--- config.mk ---
export PLATFORM = sky130hd
export DESIGN_NAME = auto_ranging_light_lux_core
export DESIGN_NICKNAME = d
export VERILOG_FILES = /design/src/hdl/arll_pkg.sv /design/src/hdl/auto_ranging_light_lux_core.sv /design/src/hdl/arll_div.sv /design/src/hdl/arll_range.sv
export SDC_FILE = /design/constraint.sdc
export NUM_CORES = 1
export LEC_CHECK = 0
export BUFFER_PORTS_ARGS = -buffer_cell sky130_fd_sc_hd__clkbuf_2
export CORE_MARGIN = 4
export CORE_UTILIZATION = 52
export CTS_CLUSTER_DIAMETER = 60
export DETAILED_ROUTE_END_ITERATION = 8
export PLACE_DENSITY = 0.72
export SETUP_SLACK_MARGIN = 0.2
export SLEW_MARGIN = 10
export SYNTH_ARGS = -nofsm -noshare
export SYNTH_HDL_FRONTEND = slang
export SYNTH_SLANG_ARGS = --single-unit
export TNS_END_PERCENT = 5
--- constraint.sdc ---
create_clock -name i_clk -period 10 [get_ports i_clk]
set_clock_uncertainty 0.15 [all_clocks]
set_input_delay 1 -clock i_clk [delete_from_list [all_inputs] [get_ports i_clk]]
set_output_delay 1 -clock i_clk [all_outputs]
set_load 0.01 [all_outputs]
--- src/hdl/arll_pkg.sv ---
// ----------------------------------------------------------------------------
// arll_pkg: shared types and constants of the auto ranging lux core
// Field widths, status and register codes, sequencer states, and the
// conversion denominator table.
// ----------------------------------------------------------------------------
`default_nettype none

package arll_pkg;

    localparam int COUNT_W  = 16;
    localparam int LUX_W    = 32;
    localparam int STATUS_W = 3;
    localparam int GAIN_W   = 2;
    localparam int TIME_W   = 3;
    localparam int INDEX_W  = 5;
    localparam int CFG_IDX_W  = 2;
    localparam int CFG_DATA_W = 3;

    // 10*full - 17*ir spans 22 signed bits, its magnitude 21
    localparam int DIFF_W = 22;
    localparam int MAG_W  = 21;
    localparam int PROD_W = 30;
    localparam int FRAC_W = 12;
    localparam int NUM_W  = PROD_W + FRAC_W;
    localparam int DEN_W  = 26;

    localparam logic [COUNT_W-1:0] SAT_COUNT  = 16'hFFFF;
    localparam logic [COUNT_W-1:0] DARK_LIMIT = 16'h0010;
    localparam logic [8:0]         LUX_SCALE  = 9'd408;

    localparam logic [INDEX_W-1:0] LAST_INDEX  = 5'd23;
    localparam logic [INDEX_W-1:0] START_INDEX = 5'd6;
    localparam logic [TIME_W-1:0]  LAST_TIME   = 3'd5;

    // result status codes
    localparam logic [STATUS_W-1:0] STAT_VALID      = 3'd0;
    localparam logic [STATUS_W-1:0] STAT_BRIGHT_FIN = 3'd1;
    localparam logic [STATUS_W-1:0] STAT_DARK_FIN   = 3'd2;
    localparam logic [STATUS_W-1:0] STAT_STEP_DOWN  = 3'd3;
    localparam logic [STATUS_W-1:0] STAT_STEP_UP    = 3'd4;

    // configuration register indexes
    localparam logic [CFG_IDX_W-1:0] CFG_AUTO_ENABLE = 2'd0;
    localparam logic [CFG_IDX_W-1:0] CFG_MANUAL_GAIN = 2'd1;
    localparam logic [CFG_IDX_W-1:0] CFG_MANUAL_TIME = 2'd2;

    typedef enum logic [1:0] {
        S_IDLE,
        S_MUL,
        S_DIV,
        S_OUT
    } t_state;

    typedef struct packed {
        logic [STATUS_W-1:0] status;
        logic [GAIN_W-1:0]   gain;
        logic [TIME_W-1:0]   itime;
        logic                good;
    } t_decision;

    // 1000 * gain * (time + 1): the ms scale and the factor 10 of the 1.7 weight
    function automatic logic [DEN_W-1:0] den_of(input logic [GAIN_W-1:0] g,
                                                input logic [TIME_W-1:0] t);
        logic [DEN_W-1:0] base;
        logic [DEN_W-1:0] mult;
        begin
            case (g)
                2'd0:    base = 26'd1000;
                2'd1:    base = 26'd25000;
                2'd2:    base = 26'd428000;
                default: base = 26'd9876000;
            endcase
            mult = {{(DEN_W-TIME_W){1'b0}}, t} + 26'd1;
            den_of = DEN_W'(base * mult);
        end
    endfunction

endpackage

`default_nettype wire

--- src/hdl/auto_ranging_light_lux_core.sv ---
// ----------------------------------------------------------------------------
// auto_ranging_light_lux_core: lux from two light counts with auto ranging
// Input channel takes a full spectrum and an infrared count; output channel
// gives lux in signed Q12, a status and the gain and time for the next read.
// A good reading goes from acceptance to the output register through the
// states S_MUL (difference and scale multiply, divider start), S_DIV (the
// restoring divider, one quotient bit per cycle, then sign and saturation)
// and S_OUT (handoff). A bright or dark reading skips the divider and goes
// from acceptance straight to S_OUT.
// A new word is accepted once the previous one has left the sequencer, so
// the block never takes a new word before it is through with the last. The
// result sits in an output register; a stall there holds it, and the
// sequencer waits with its next result until the register is free.
// The configuration port is always ready; write it only while the block is
// idle. Synchronous active low reset restores auto off, manual gain 25x,
// manual time 200 ms and the range index to gain 25x at 100 ms.
// ----------------------------------------------------------------------------
`default_nettype none

module auto_ranging_light_lux_core
    import arll_pkg::*;
(
    input  wire logic                  i_clk,
    input  wire logic                  i_rst_n,
    input  wire logic                  i_cfg_valid,
    output logic                       o_cfg_ready,
    input  wire logic [CFG_IDX_W-1:0]  i_cfg_index,
    input  wire logic [CFG_DATA_W-1:0] i_cfg_data,
    input  wire logic                  i_in_valid,
    output logic                       o_in_stall,
    input  wire logic [COUNT_W-1:0]    i_full_count,
    input  wire logic [COUNT_W-1:0]    i_infrared_count,
    output logic                       o_out_valid,
    input  wire logic                  i_out_stall,
    output logic signed [LUX_W-1:0]    o_lux_q12,
    output logic [STATUS_W-1:0]        o_status,
    output logic [GAIN_W-1:0]          o_gain_code,
    output logic [TIME_W-1:0]          o_time_code
);

    t_state               r_state;
    t_state               n_state;
    t_decision            decision;

    logic                 accept;
    logic                 div_start;
    logic                 div_done;
    logic [NUM_W-1:0]     quotient;

    logic [COUNT_W-1:0]   r_full;
    logic [COUNT_W-1:0]   r_ir;
    logic [STATUS_W-1:0]  r_status;
    logic [GAIN_W-1:0]    r_gain;
    logic [TIME_W-1:0]    r_time;
    logic                 r_neg;
    logic [LUX_W-1:0]     r_lux;

    logic                 r_out_valid;
    logic [LUX_W-1:0]     r_out_lux;
    logic [STATUS_W-1:0]  r_out_status;
    logic [GAIN_W-1:0]    r_out_gain;
    logic [TIME_W-1:0]    r_out_time;

    logic                 out_free;
    logic                 load_out;
    logic signed [DIFF_W-1:0] diff;
    logic [MAG_W-1:0]     mag;
    logic [PROD_W-1:0]    prod;
    logic                 sat_pos;
    logic                 sat_neg;
    logic [LUX_W-1:0]     lux_signed;

    assign o_cfg_ready = 1'b1;
    assign o_in_stall  = (r_state != S_IDLE);
    assign accept      = i_in_valid && (r_state == S_IDLE);
    assign out_free    = !r_out_valid || !i_out_stall;

    arll_range u_range (
        .i_clk            (i_clk),
        .i_rst_n          (i_rst_n),
        .i_cfg_write      (i_cfg_valid),
        .i_cfg_index      (i_cfg_index),
        .i_cfg_data       (i_cfg_data),
        .i_step           (accept),
        .i_full_count     (i_full_count),
        .i_infrared_count (i_infrared_count),
        .o_decision       (decision)
    );

    // (10*full - 17*ir) * 408, the 4096 of Q12 enters as zero low bits
    always_comb begin
        diff = DIFF_W'($signed({1'b0, r_full}) * 22'sd10)
             - DIFF_W'($signed({1'b0, r_ir}) * 22'sd17);
        mag  = diff[DIFF_W-1] ? MAG_W'(-diff) : MAG_W'(diff);
        prod = PROD_W'(mag) * PROD_W'(LUX_SCALE);
    end

    arll_div u_div (
        .i_clk      (i_clk),
        .i_rst_n    (i_rst_n),
        .i_start    (div_start),
        .i_num      ({prod, {FRAC_W{1'b0}}}),
        .i_den      (den_of(r_gain, r_time)),
        .o_done     (div_done),
        .o_quotient (quotient)
    );

    always_comb begin
        sat_pos    = (quotient[NUM_W-1:LUX_W-1] != '0);
        sat_neg    = (quotient[NUM_W-1:LUX_W] != '0) ||
                     (quotient[LUX_W-1] && (quotient[LUX_W-2:0] != '0));
        if (r_neg) begin
            lux_signed = sat_neg ? {1'b1, {(LUX_W-1){1'b0}}}
                                 : LUX_W'(-quotient[LUX_W-1:0]);
        end else begin
            lux_signed = sat_pos ? {1'b0, {(LUX_W-1){1'b1}}} : quotient[LUX_W-1:0];
        end
    end

    always_ff @(posedge i_clk) begin
        if (!i_rst_n) begin
            r_state <= S_IDLE;
        end else begin
            r_state <= n_state;
        end
    end

    always_comb begin
        n_state   = r_state;
        div_start = 1'b0;
        load_out  = 1'b0;
        unique case (r_state)
            S_IDLE: begin
                if (accept) begin
                    n_state = decision.good ? S_MUL : S_OUT;
                end
            end
            S_MUL: begin
                div_start = 1'b1;
                n_state   = S_DIV;
            end
            S_DIV: begin
                if (div_done) begin
                    n_state = S_OUT;
                end
            end
            S_OUT: begin
                if (out_free) begin
                    load_out = 1'b1;
                    n_state  = S_IDLE;
                end
            end
            default: n_state = S_IDLE;
        endcase
    end

    // job registers: capture the word and decision, then the sign, then the signed lux
    always_ff @(posedge i_clk) begin
        if (accept) begin
            r_full   <= i_full_count;
            r_ir     <= i_infrared_count;
            r_status <= decision.status;
            r_gain   <= decision.gain;
            r_time   <= decision.itime;
            r_lux    <= '0;
        end else if (r_state == S_MUL) begin
            r_neg <= diff[DIFF_W-1];
        end else if (r_state == S_DIV && div_done) begin
            r_lux <= lux_signed;
        end
    end

    always_ff @(posedge i_clk) begin
        if (!i_rst_n) begin
            r_out_valid <= 1'b0;
        end else if (load_out) begin
            r_out_valid <= 1'b1;
        end else if (!i_out_stall) begin
            r_out_valid <= 1'b0;
        end
    end

    always_ff @(posedge i_clk) begin
        if (load_out) begin
            r_out_lux    <= r_lux;
            r_out_status <= r_status;
            r_out_gain   <= r_gain;
            r_out_time   <= r_time;
        end
    end

    assign o_out_valid = r_out_valid;
    assign o_lux_q12   = $signed(r_out_lux);
    assign o_status    = r_out_status;
    assign o_gain_code = r_out_gain;
    assign o_time_code = r_out_time;

endmodule

`default_nettype wire

--- src/hdl/arll_div.sv ---
// ----------------------------------------------------------------------------
// arll_div: iterative restoring divider
// One shared subtract and compare, one quotient bit per cycle, MSB first.
// ----------------------------------------------------------------------------
`default_nettype none

module arll_div
    import arll_pkg::*;
(
    input  wire logic             i_clk,
    input  wire logic             i_rst_n,
    input  wire logic             i_start,
    input  wire logic [NUM_W-1:0] i_num,
    input  wire logic [DEN_W-1:0] i_den,
    output logic                  o_done,
    output logic [NUM_W-1:0]      o_quotient
);

    localparam int CNT_W = $clog2(NUM_W);
    localparam logic [CNT_W-1:0] CNT_LAST = CNT_W'(NUM_W - 1);

    logic                 r_busy;
    logic                 r_done;
    logic [CNT_W-1:0]     r_cnt;
    logic [DEN_W:0]       r_rem;
    logic [NUM_W-1:0]     r_num;
    logic [DEN_W-1:0]     r_den;

    logic [DEN_W:0]       trial;
    logic                 fits;
    logic [DEN_W:0]       diff;

    always_comb begin
        trial = {r_rem[DEN_W-1:0], r_num[NUM_W-1]};
        fits  = (trial >= {1'b0, r_den});
        diff  = trial - {1'b0, r_den};
    end

    always_ff @(posedge i_clk) begin
        if (!i_rst_n) begin
            r_busy <= 1'b0;
            r_done <= 1'b0;
            r_cnt  <= '0;
        end else begin
            r_done <= 1'b0;
            if (i_start) begin
                r_busy <= 1'b1;
                r_cnt  <= '0;
            end else if (r_busy) begin
                r_cnt <= r_cnt + 1'b1;
                if (r_cnt == CNT_LAST) begin
                    r_busy <= 1'b0;
                    r_done <= 1'b1;
                end
            end
        end
    end

    // numerator bits leave at the top, quotient bits enter at the bottom
    always_ff @(posedge i_clk) begin
        if (i_start) begin
            r_rem <= '0;
            r_num <= i_num;
            r_den <= i_den;
        end else if (r_busy) begin
            r_rem <= fits ? diff : trial;
            r_num <= {r_num[NUM_W-2:0], fits};
        end
    end

    assign o_done     = r_done;
    assign o_quotient = r_num;

endmodule

`default_nettype wire

--- src/hdl/arll_range.sv ---
// ----------------------------------------------------------------------------
// arll_range: configuration registers and range control
// Classifies a reading, steps the range index in auto mode and picks the
// gain and time settings of the reading.
// ----------------------------------------------------------------------------
`default_nettype none

module arll_range
    import arll_pkg::*;
(
    input  wire logic                  i_clk,
    input  wire logic                  i_rst_n,
    input  wire logic                  i_cfg_write,
    input  wire logic [CFG_IDX_W-1:0]  i_cfg_index,
    input  wire logic [CFG_DATA_W-1:0] i_cfg_data,
    input  wire logic                  i_step,
    input  wire logic [COUNT_W-1:0]    i_full_count,
    input  wire logic [COUNT_W-1:0]    i_infrared_count,
    output t_decision                  o_decision
);

    logic                 r_auto;
    logic [GAIN_W-1:0]    r_manual_gain;
    logic [TIME_W-1:0]    r_manual_time;
    logic [INDEX_W-1:0]   r_index;
    logic [INDEX_W-1:0]   n_index;

    logic                 bright;
    logic                 dark;
    logic [INDEX_W-1:0]   idx;
    logic [GAIN_W-1:0]    idx_gain;
    logic [INDEX_W-1:0]   idx_base;

    always_comb begin
        bright = (i_full_count == SAT_COUNT) || (i_infrared_count == SAT_COUNT);
        dark   = !bright &&
                 ((i_full_count < DARK_LIMIT) || (i_infrared_count < DARK_LIMIT));

        idx = (r_index > LAST_INDEX) ? LAST_INDEX : r_index;
        o_decision.status = STAT_VALID;
        o_decision.good   = 1'b0;

        if (r_auto) begin
            if (bright) begin
                if (idx == '0) begin
                    o_decision.status = STAT_BRIGHT_FIN;
                end else begin
                    idx = idx - 1'b1;
                    o_decision.status = STAT_STEP_DOWN;
                end
            end else if (dark) begin
                if (idx == LAST_INDEX) begin
                    o_decision.status = STAT_DARK_FIN;
                end else begin
                    idx = idx + 1'b1;
                    o_decision.status = STAT_STEP_UP;
                end
            end else begin
                o_decision.good = 1'b1;
            end
        end else begin
            if (bright) begin
                o_decision.status = STAT_BRIGHT_FIN;
            end else if (dark) begin
                o_decision.status = STAT_DARK_FIN;
            end else begin
                o_decision.good = 1'b1;
            end
        end
        n_index = idx;

        // gain is the index over six, time the remainder
        if (idx < 5'd6) begin
            idx_gain = 2'd0;
            idx_base = 5'd0;
        end else if (idx < 5'd12) begin
            idx_gain = 2'd1;
            idx_base = 5'd6;
        end else if (idx < 5'd18) begin
            idx_gain = 2'd2;
            idx_base = 5'd12;
        end else begin
            idx_gain = 2'd3;
            idx_base = 5'd18;
        end

        if (r_auto) begin
            o_decision.gain  = idx_gain;
            o_decision.itime = TIME_W'(idx - idx_base);
        end else begin
            o_decision.gain  = r_manual_gain;
            o_decision.itime = (r_manual_time > LAST_TIME) ? LAST_TIME : r_manual_time;
        end
    end

    always_ff @(posedge i_clk) begin
        if (!i_rst_n) begin
            r_auto        <= 1'b0;
            r_manual_gain <= 2'd1;
            r_manual_time <= 3'd1;
            r_index       <= START_INDEX;
        end else if (i_cfg_write) begin
            unique case (i_cfg_index)
                CFG_AUTO_ENABLE: begin
                    // entering auto restarts from the start range, gain 25x at 100 ms
                    if (i_cfg_data[0] && !r_auto) begin
                        r_index <= START_INDEX;
                    end
                    r_auto <= i_cfg_data[0];
                end
                CFG_MANUAL_GAIN: r_manual_gain <= i_cfg_data[GAIN_W-1:0];
                CFG_MANUAL_TIME: r_manual_time <= i_cfg_data[TIME_W-1:0];
                default: ;
            endcase
        end else if (i_step && r_auto) begin
            r_index <= n_index;
        end
    end

endmodule

`default_nettype wire

==> impl_summary.md, run 1 <==
Critical path
In this run the critical register-to-register path is launched from r_full[2]. The delay of the slowest critical-path stage is around 540 ps. STA puts the critical path data arrival time at between 9000 and 10000 ps. The slowest cell on the critical path is sky130_fd_sc_hd__fa_1. For the worst flop-to-flop path, the logic depth is 36. Among the stages of the critical path, the cell type that occurs most often is sky130_fd_sc_hd__ha_1.

Setup slack on the worst reg-to-reg path comes out at approximately 630 ps. The worst setup path is launched from a flop. For the worst setup path, the data required time is 10120 ps. The launching element of the worst setup path is r_full[2]. The critical path in this run is classified as flop to flop.

STA classifies the critical path endpoint as a flop. The top fanout value on the critical path is 7. The capturing element of the worst setup path is u_div.o_quotient[40]. The capture instance of the worst register-to-register path is u_div.o_quotient[40].

STA
Measured against its own limit, the worst slew margin works out to 28.5%. Setup repair after global routing could not meet its margin everywhere. The post-route minimum period is 9370 ps. The maximum achievable frequency is approximately 110 MHz. Setup violations remaining at the end of the flow were counted as 0.

The worst path uses roughly 94% of the clock period. The actual slew at the worst max-slew pin is about 1100 ps. The summed negative setup slack over all endpoints is 0 ps. The final hold violation count was 0. The total count of max-transition violations in the final report is 0. The setup slack after layout is about 630 ps.

GRT
The number of global-route vias before repair was about 13000. The pin count of the biggest net entering global routing is 79. For this run the aggregate overflow at the end of global routing stands at 0.

The first global-routing pass estimated 61.8 mm of wire. The initial antenna violation count came to 0. In the global route stage, overall resource usage came out at 19.5%.

Finish
The number of antenna diodes is 0. The area added between synthesis and finish is 11.8%. The share of layout cells above drive strength 1 is a little under an eighth.

The net count of the finished layout is about 2300.

Logic synthesis
In the synthesized netlist the async set-or-reset flop fraction comes to 0%. The warning count from the yosys run is 0. The average cell area after synthesis is roughly 9.3 sq um. The cell area that synthesis handed to floorplanning was around 18000 sq um. The instance count of the mapped netlist is ~1900.

The number of storage elements in the synthesis netlist is 226. Yosys attributes the largest share of cell area to sky130_fd_sc_hd__edfxtp_1 (22%), sky130_fd_sc_hd__ha_1 (15%), sky130_fd_sc_hd__dfxtp_1 (11%). Among all flip-flop cells after synthesis, the most frequent one is sky130_fd_sc_hd__edfxtp_1. After synthesis, the netlist uses 84 different library cells. When the netlist entered floorplanning its net count stood at ~2200. Sequential elements use 32.8% of the synthesized area. The synthesized design contains ~130 enable-type register cells. The share of the synthesized area in the top cell type is 22.1%. The leading area contributor after synthesis is sky130_fd_sc_hd__edfxtp_1.

Die
The placement row count is 67. The number of top-level pins is between 80 and 90. In this run the standard cell core region covers approximately 34000 sq um.

The width of the die is between 150 and 200 um. The vertical extent of the die is between 150 and 200 um. The die covers about 37000 sq um. Once the floorplan was initialized, standard cells occupied a little over half of the core.

Place
Before CTS, the worst setup slack after placement is 75.2 ps. The number of buffers added on ports is 83. The congestion estimate from routability-driven global placement came to between 0.8 and 0.9. The placed wire-length estimate is between 20 and 30 mm.

Detailed routing
Dividing the detail-routed via count by the number of cells gives 5.53. The detailed-router iteration count before antenna repair is 5. The routed layout has 13600 vias. In the routed design, unresolved DRC markers number 0.

Summed over all layers, the routed wires come to roughly 37 mm. The wire length per cell is about 15 um. The count of nets left with antenna violations once routing finished came out at 0. The count of routing violations after the opening detailed-route iteration is around 720.

CTS
No sink is reached through more buffers than the 3 on the longest clock path. TritonCTS built the clock tree. The tree is rooted in a sky130_fd_sc_hd__clkbuf_16. The H-tree level count is 1. For the worst-skew pair, the clock arrives at the later sink with an insertion delay of ~550 ps. The post-CTS clock slew at the launch and capture registers of the worst setup and hold paths is approximately 70 ps. The number of hold buffers added after CTS was 0.

The clock net in this run drives a total of roughly 230 sinks. Counting the buffers created by CTS gives 27.

Run status
The run finished with clean final reports.

Run
Max-cap violations in this run came to 0.

Hold path
The worst hold path belongs to the class flop to flop. Counting instances, the worst hold path has a depth of 0.
cell usage after synthesis, drive strengths merged (6+ instances only):
library cell and count:
nand2 109, fa 66, o21a 12, mux2i 37
dfxtp 95, nand2b 14, nand3b 14, a211oi 36
xnor2 67, clkbuf 48, nand4 23, ha 212
o21bai 13, o31ai 14, nand3 25, nor3b 8
inv 243, a31oi 20, nor2b 25, a21oi 114
o211ai 16, a211o 9, nor2 163, a21o 31
o21ai 115, or4 6, nor3 35, and2 12
or2 7, o41ai 8, and3 12, or3 25
buf 13, xor2 41, edfxtp 131, nor4 14
kinds of logic after synthesis:
kind of cell               share of synthesized area, %
and+or+nand+nor                                    13.9
xor gates and xnor gates                           5.32
adders and majority gates                          22.4
other                                            0.0211
AOI/OAI and AO/OA                                  16.7
muxes                                              2.21
buffers and inverters                              6.70
DFF                                                32.8
placed cells by master (no fill, tap or decap), types with 30 or more instances in the layout:
cell type | netlist | layout
sky130_fd_sc_hd__dfxtp_1 | 95 | 94
sky130_fd_sc_hd__nor2_1 | 163 | 162
sky130_fd_sc_hd__clkbuf_2 | 0 | 83
sky130_fd_sc_hd__edfxtp_1 | 131 | 131
sky130_fd_sc_hd__buf_4 | 2 | 30
sky130_fd_sc_hd__ha_1 | 212 | 202
sky130_fd_sc_hd__nand2_1 | 109 | 108
sky130_fd_sc_hd__xnor2_1 | 67 | 64
sky130_fd_sc_hd__o21ai_0 | 114 | 105
sky130_fd_sc_hd__fa_1 | 66 | 65
sky130_fd_sc_hd__mux2i_1 | 37 | 37
sky130_fd_sc_hd__a21oi_1 | 114 | 103
sky130_fd_sc_hd__xor2_1 | 41 | 41
sky130_fd_sc_hd__a211oi_1 | 36 | 35
sky130_fd_sc_hd__a21o_1 | 31 | 30
sky130_fd_sc_hd__nor3_1 | 34 | 34
sky130_fd_sc_hd__inv_1 | 243 | 238
routing by layer:
| layer | vias up | share of wire (%) | GRT usage [%] |
|---|---|---|---|
| li1 | 6955 | - | - |
| met1 | 6365 | 48 | 27.6 |
| met2 | 266 | 46 | 32.5 |
| met3 | 37 | 4.0 | 2.30 |
| met4 | 0 | 1.5 | 4.11 |
| met5 | - | 0 | 0 |
worst min path at each step:
| stage | start | slack [ps] | end |
|---|---|---|---|
| finish | r_lux[15] | 270 | o_lux_q12[15] |
| floorplan | r_status[0] | 250 | o_status[0] |
| global route | r_lux[12] | 290 | o_lux_q12[12] |
| detailed placement | r_lux[15] | 260 | o_lux_q12[15] |
| global placement | r_lux[9] | 260 | o_lux_q12[9] |
| CTS | r_lux[15] | 280 | o_lux_q12[15] |
through the flow:
step	hold WS (ps)	utilization (%)	instances	instance area (sq um)
global placement	264	55.3	2395	18600
CTS	277	58.1	2446	19500
floorplan	250	-	1912	17800
detailed placement	261	55.3	2395	18600
finish	274	59.1	2463	19900
global route	292	59.1	2463	19900
registers in the layout (all words and copies together), names as in the netlist, 5 cells and up:
signal and cells:
u_div.r_cnt 6, u_div.r_den 23, u_range.r_index 5, o_lux_q12 32, u_div.r_rem 26, r_ir 16, r_lux 32, r_full 16
u_div.o_quotient 42
area by class of cell:
type                       instances  area [sq um]
fill                            2893         13800
multi-input combinational       1381         11000
sequential                       226          5840
inverter                         244           916
clock buffer                      34           753
timing repair buffer             114           652
tap                              448           561
clock inverter                    16           160
what timing repair did:
item / CTS / global route
pin swaps: 2 / 28
resized for setup: 7 / 53
endpoints found under the setup margin: 3 / 14
buffers inserted: 1 / 16
gates cloned: 0 / 1
worst max-delay path: cells and delay by family, from the launching register on:
| kind | cells | cell delay (ps) |
|---|---|---|
| flip-flops | 1 | 400 |
| XOR/XNOR | 3 | 530 |
| adder cells (fa/ha/maj) | 10 | 3730 |
| AO/OA/AOI/OAI | 13 | 2570 |
| AND/OR/NAND/NOR | 7 | 1550 |
| buffers and inverters | 3 | 150 |
Power of run 1 is not shown: default switching activity piles up to over one toggle a cycle in this logic, so the estimate is an artifact.
==> inputs of run 2 (changes only) <==
Settings changed: ABC_CLOCK_PERIOD_IN_PS from default to 8600.
Clock period 10 ns to 8.6 ns, I/O delays scaled along.
==> run 2 against run 1 <==
The run now ends with setup timing left. Register-to-register slack worse by 1200 ps. Utilization up 4.4 points. Maximum frequency up 2.5%. Worst setup slack worse by 1200 ps. Flip-flop and latch count unchanged. Cell count up 5.8%. Wire length up 9.5%. First-iteration DRC count up 21%. Worst hold slack better by 1.4 ps. Die area unchanged. Count of clock-buffer cells in the layout unchanged. Largest cell class unchanged.
==> impl_summary.md, run 2 (synthesis gave the netlist of run 1 again) <==
Run status
Status: finished, violations left (was finished, final reports clean). The checks that failed: setup timing.

Hold path
The depth of the worst hold-timing path is 0 (unchanged). The startpoint of the lowest-slack hold path is r_status[0] (was r_lux[15]). The worst min-delay path category is flop to flop (unchanged).

The end point of the most critical hold path is o_status[0] (was o_lux_q12[15]).

Critical path
The capture instance of the worst register-to-register path is u_div.o_quotient[41] (was u_div.o_quotient[40]). The worst path buffer plus inverter count is 7 (was 3). The source of the worst register-to-register timing path is r_full[3] (was r_full[2]).

The critical path's top delay family is adder cells (unchanged). The slowest cell on the critical path is sky130_fd_sc_hd__fa_1 (unchanged). The delay of the slowest critical-path stage is 530 ps (was 540 ps). The depth of the most critical reg-to-reg path is 43 (was 36). The data required time at the worst endpoint is 8700 ps (was 10120 ps).

The sort of element at the end of the critical path is a flop (unchanged). The critical path startpoint category was a flop (unchanged). The arrival time at the worst endpoint was 9230 ps (was 9490 ps). The type of the worst setup path is flop to flop (unchanged). The top fanout value on the critical path is 6 (was 7). The register-to-register setup slack came to -540 ps (was 630 ps).

STA
The actual slew at the worst max-slew pin was 1190 ps (was 1070 ps). The final hold violation count is 0 (unchanged). The share of the clock period used by the worst path is 106% (was 93.7%). The total count of max-transition violations in the final report is 0 (unchanged). The remaining max-slew budget at the tightest pin is 20.3% (was 28.5%). The number of setup violations in the final report is 15 (was 0). The maximum achievable frequency is 109 MHz (was 107 MHz). The post-route minimum period came to 9140 ps (was 9370 ps).

RSZ-0062 raised after global routing: yes (unchanged). The setup slack after layout is -538 ps (was 630 ps).

CTS
The library cell used as clock root buffer is sky130_fd_sc_hd__clkbuf_16 (unchanged). The cts-stage hold buffer count is 0 (unchanged). The H-tree level count is 1 (unchanged). The post-CTS clock slew at the launch and capture registers of the worst setup and hold paths was 60 ps (was 70 ps).

The clock tree from TritonCTS is yes (unchanged). The maximum count of clock buffers along a single path is 3 (unchanged). The clock latency at the later pin of the worst-skew pair is 520 ps (was 550 ps). The clock buffer count from CTS came to 25 (was 27). The total clock sinks is 226 (unchanged).

Die
The number of top-level pins was 85 (unchanged). The effective utilization at floorplan was 52.9% (unchanged). The area of the core came to 33600 sq um (unchanged).

The placement row count is 67 (unchanged). The vertical extent of the die is 193 um (unchanged). The die area is 37200 sq um (unchanged).

The width of the die is 193 um (unchanged).

GRT
The global routing usage summed across all routing layers is 21.3% (was 19.5%). The wire length of the first global-routing pass is 66.9 mm (was 61.8 mm). The initial antenna violation count is 0 (unchanged).

The number of global-route vias before repair is 14300 (was 13200). The leftover overflow at the end of global routing was 0 (unchanged). The pin count of the biggest net entering global routing is 79 (unchanged).

Detailed routing
The residual antenna-violating net count after detailed routing is 0 (unchanged). The count of vias placed by the detailed router came to 14600 (was 13600). The detailed-route vias per instance is 5.59 (was 5.53). The wire length per cell is 15.4 um (was 14.9 um). The count of routing violations after the opening detailed-route iteration is 867 (was 715). The total routed wirelength is 40.1 mm (was 36.7 mm). The total DRC errors in the routed layout was 0 (unchanged). The detailed-router iteration count before antenna repair is 5 (unchanged).

Run
The total of max-cap violations is 0 (unchanged).

Finish
The leading cell type in the layout, fill and taps excluded was sky130_fd_sc_hd__inv_1 (unchanged). The final core area utilization was 63.5% (was 59.1%). Most frequent cells in the layout: sky130_fd_sc_hd__inv_1 (230), sky130_fd_sc_hd__ha_1 (184), sky130_fd_sc_hd__buf_4 (174), sky130_fd_sc_hd__nor2_1 (156), sky130_fd_sc_hd__edfxtp_1 (131) (was sky130_fd_sc_hd__inv_1 (238), sky130_fd_sc_hd__ha_1 (202), sky130_fd_sc_hd__nor2_1 (162), sky130_fd_sc_hd__edfxtp_1 (131), sky130_fd_sc_hd__nand2_1 (108)). The total area of multi-input combinational cells is 11400 sq um (was 11000 sq um). The final net count was 2460 (was 2314). The area occupied by registers was 5840 sq um (unchanged).

The number of flip-flops under the largest register name came to 42 (unchanged). The area added between synthesis and finish is 20.1% (was 11.8%). The share of layout cells above drive strength 1 is 19.6% (was 11.5%).

The number of fill cells in the layout is 2738 (was 2893). The number of antenna diodes is 0 (unchanged).

Place
The placed wire-length estimate came to 31.0 mm (was 27.7 mm). The last weighted congestion value of the routability-driven placer is 0.933 (was 0.884). The number of buffers added on ports is 83 (unchanged).
==> run 2: cell count changes in the layout (fill, tap and decap cells not counted), sizes merged <==
cell	delta
inv	-6
clkinvlp	-1
clkinv	+3
buf	+148
==> run 2: cell type report <==
class,count,share of cell area (%)
multi-input cells,1381,53.6
flip-flops and latches,226,27.3
repair buffers,262,8.35
inverters,244,4.30
clock buffers,34,3.28
well taps,448,2.63
clock inverters,12,0.504
==> run 2: worst reg2reg max path, delay by kind of cell (launching register included) <==
family,cells,cell delay (ps)
fa+ha+maj,11,3490
simple gates,4,400
compound gates,18,3050
buf+inv,7,770
xor+xnor,3,550
flops,1,440
==> run 2: what timing repair did <==
item                       in CTS  in global routing
setup endpoints to repair      20                 21
pin swaps                      36                 63
gates cloned                    0                  0
gates resized for setup        45                 47
buffers inserted               13                  5
==> run 2: worst max path at each step <==
stage,endpoint,cells after the start,startpoint
finish,u_div.o_quotient[41],43,r_full[3]
global route,u_div.o_quotient[41],40,r_full[2]
CTS,u_div.o_quotient[41],40,r_full[1]
detailed placement,u_div.o_quotient[40],39,r_full[3]
global placement,u_div.o_quotient[40],39,r_full[3]
floorplan,u_div.o_quotient[41],42,r_full[3]
==> run 2: routing by layer <==
metal  part of all wire, %  GRT usage, %  routed length (um)  up-vias
met4                   2.1          5.27                 844        0
met2                    48          36.9               19300      381
met5                     0             0                   0        -
li1                      -             -                   -     7237
met3                   4.7          2.10                1880       68
met1                    45          28.9               18100     6885
==> run 2: metrics by stage <==
step | area (sq um) | setup slack [ps] | hold WS [ps] | instances | TNS (ps)
after global routing | 21300 | -962 | 291 | 2607 | -12390
after global placement | 19900 | -499 | 261 | 2543 | -5320
after CTS | 21000 | -499 | 277 | 2602 | -5460
after detailed placement | 19900 | -720 | 258 | 2543 | -8770
after floorplan | 18000 | -194 | 250 | 1912 | -780
final | 21300 | -538 | 275 | 2607 | -4980
Power of run 2 is left out for the same reason.
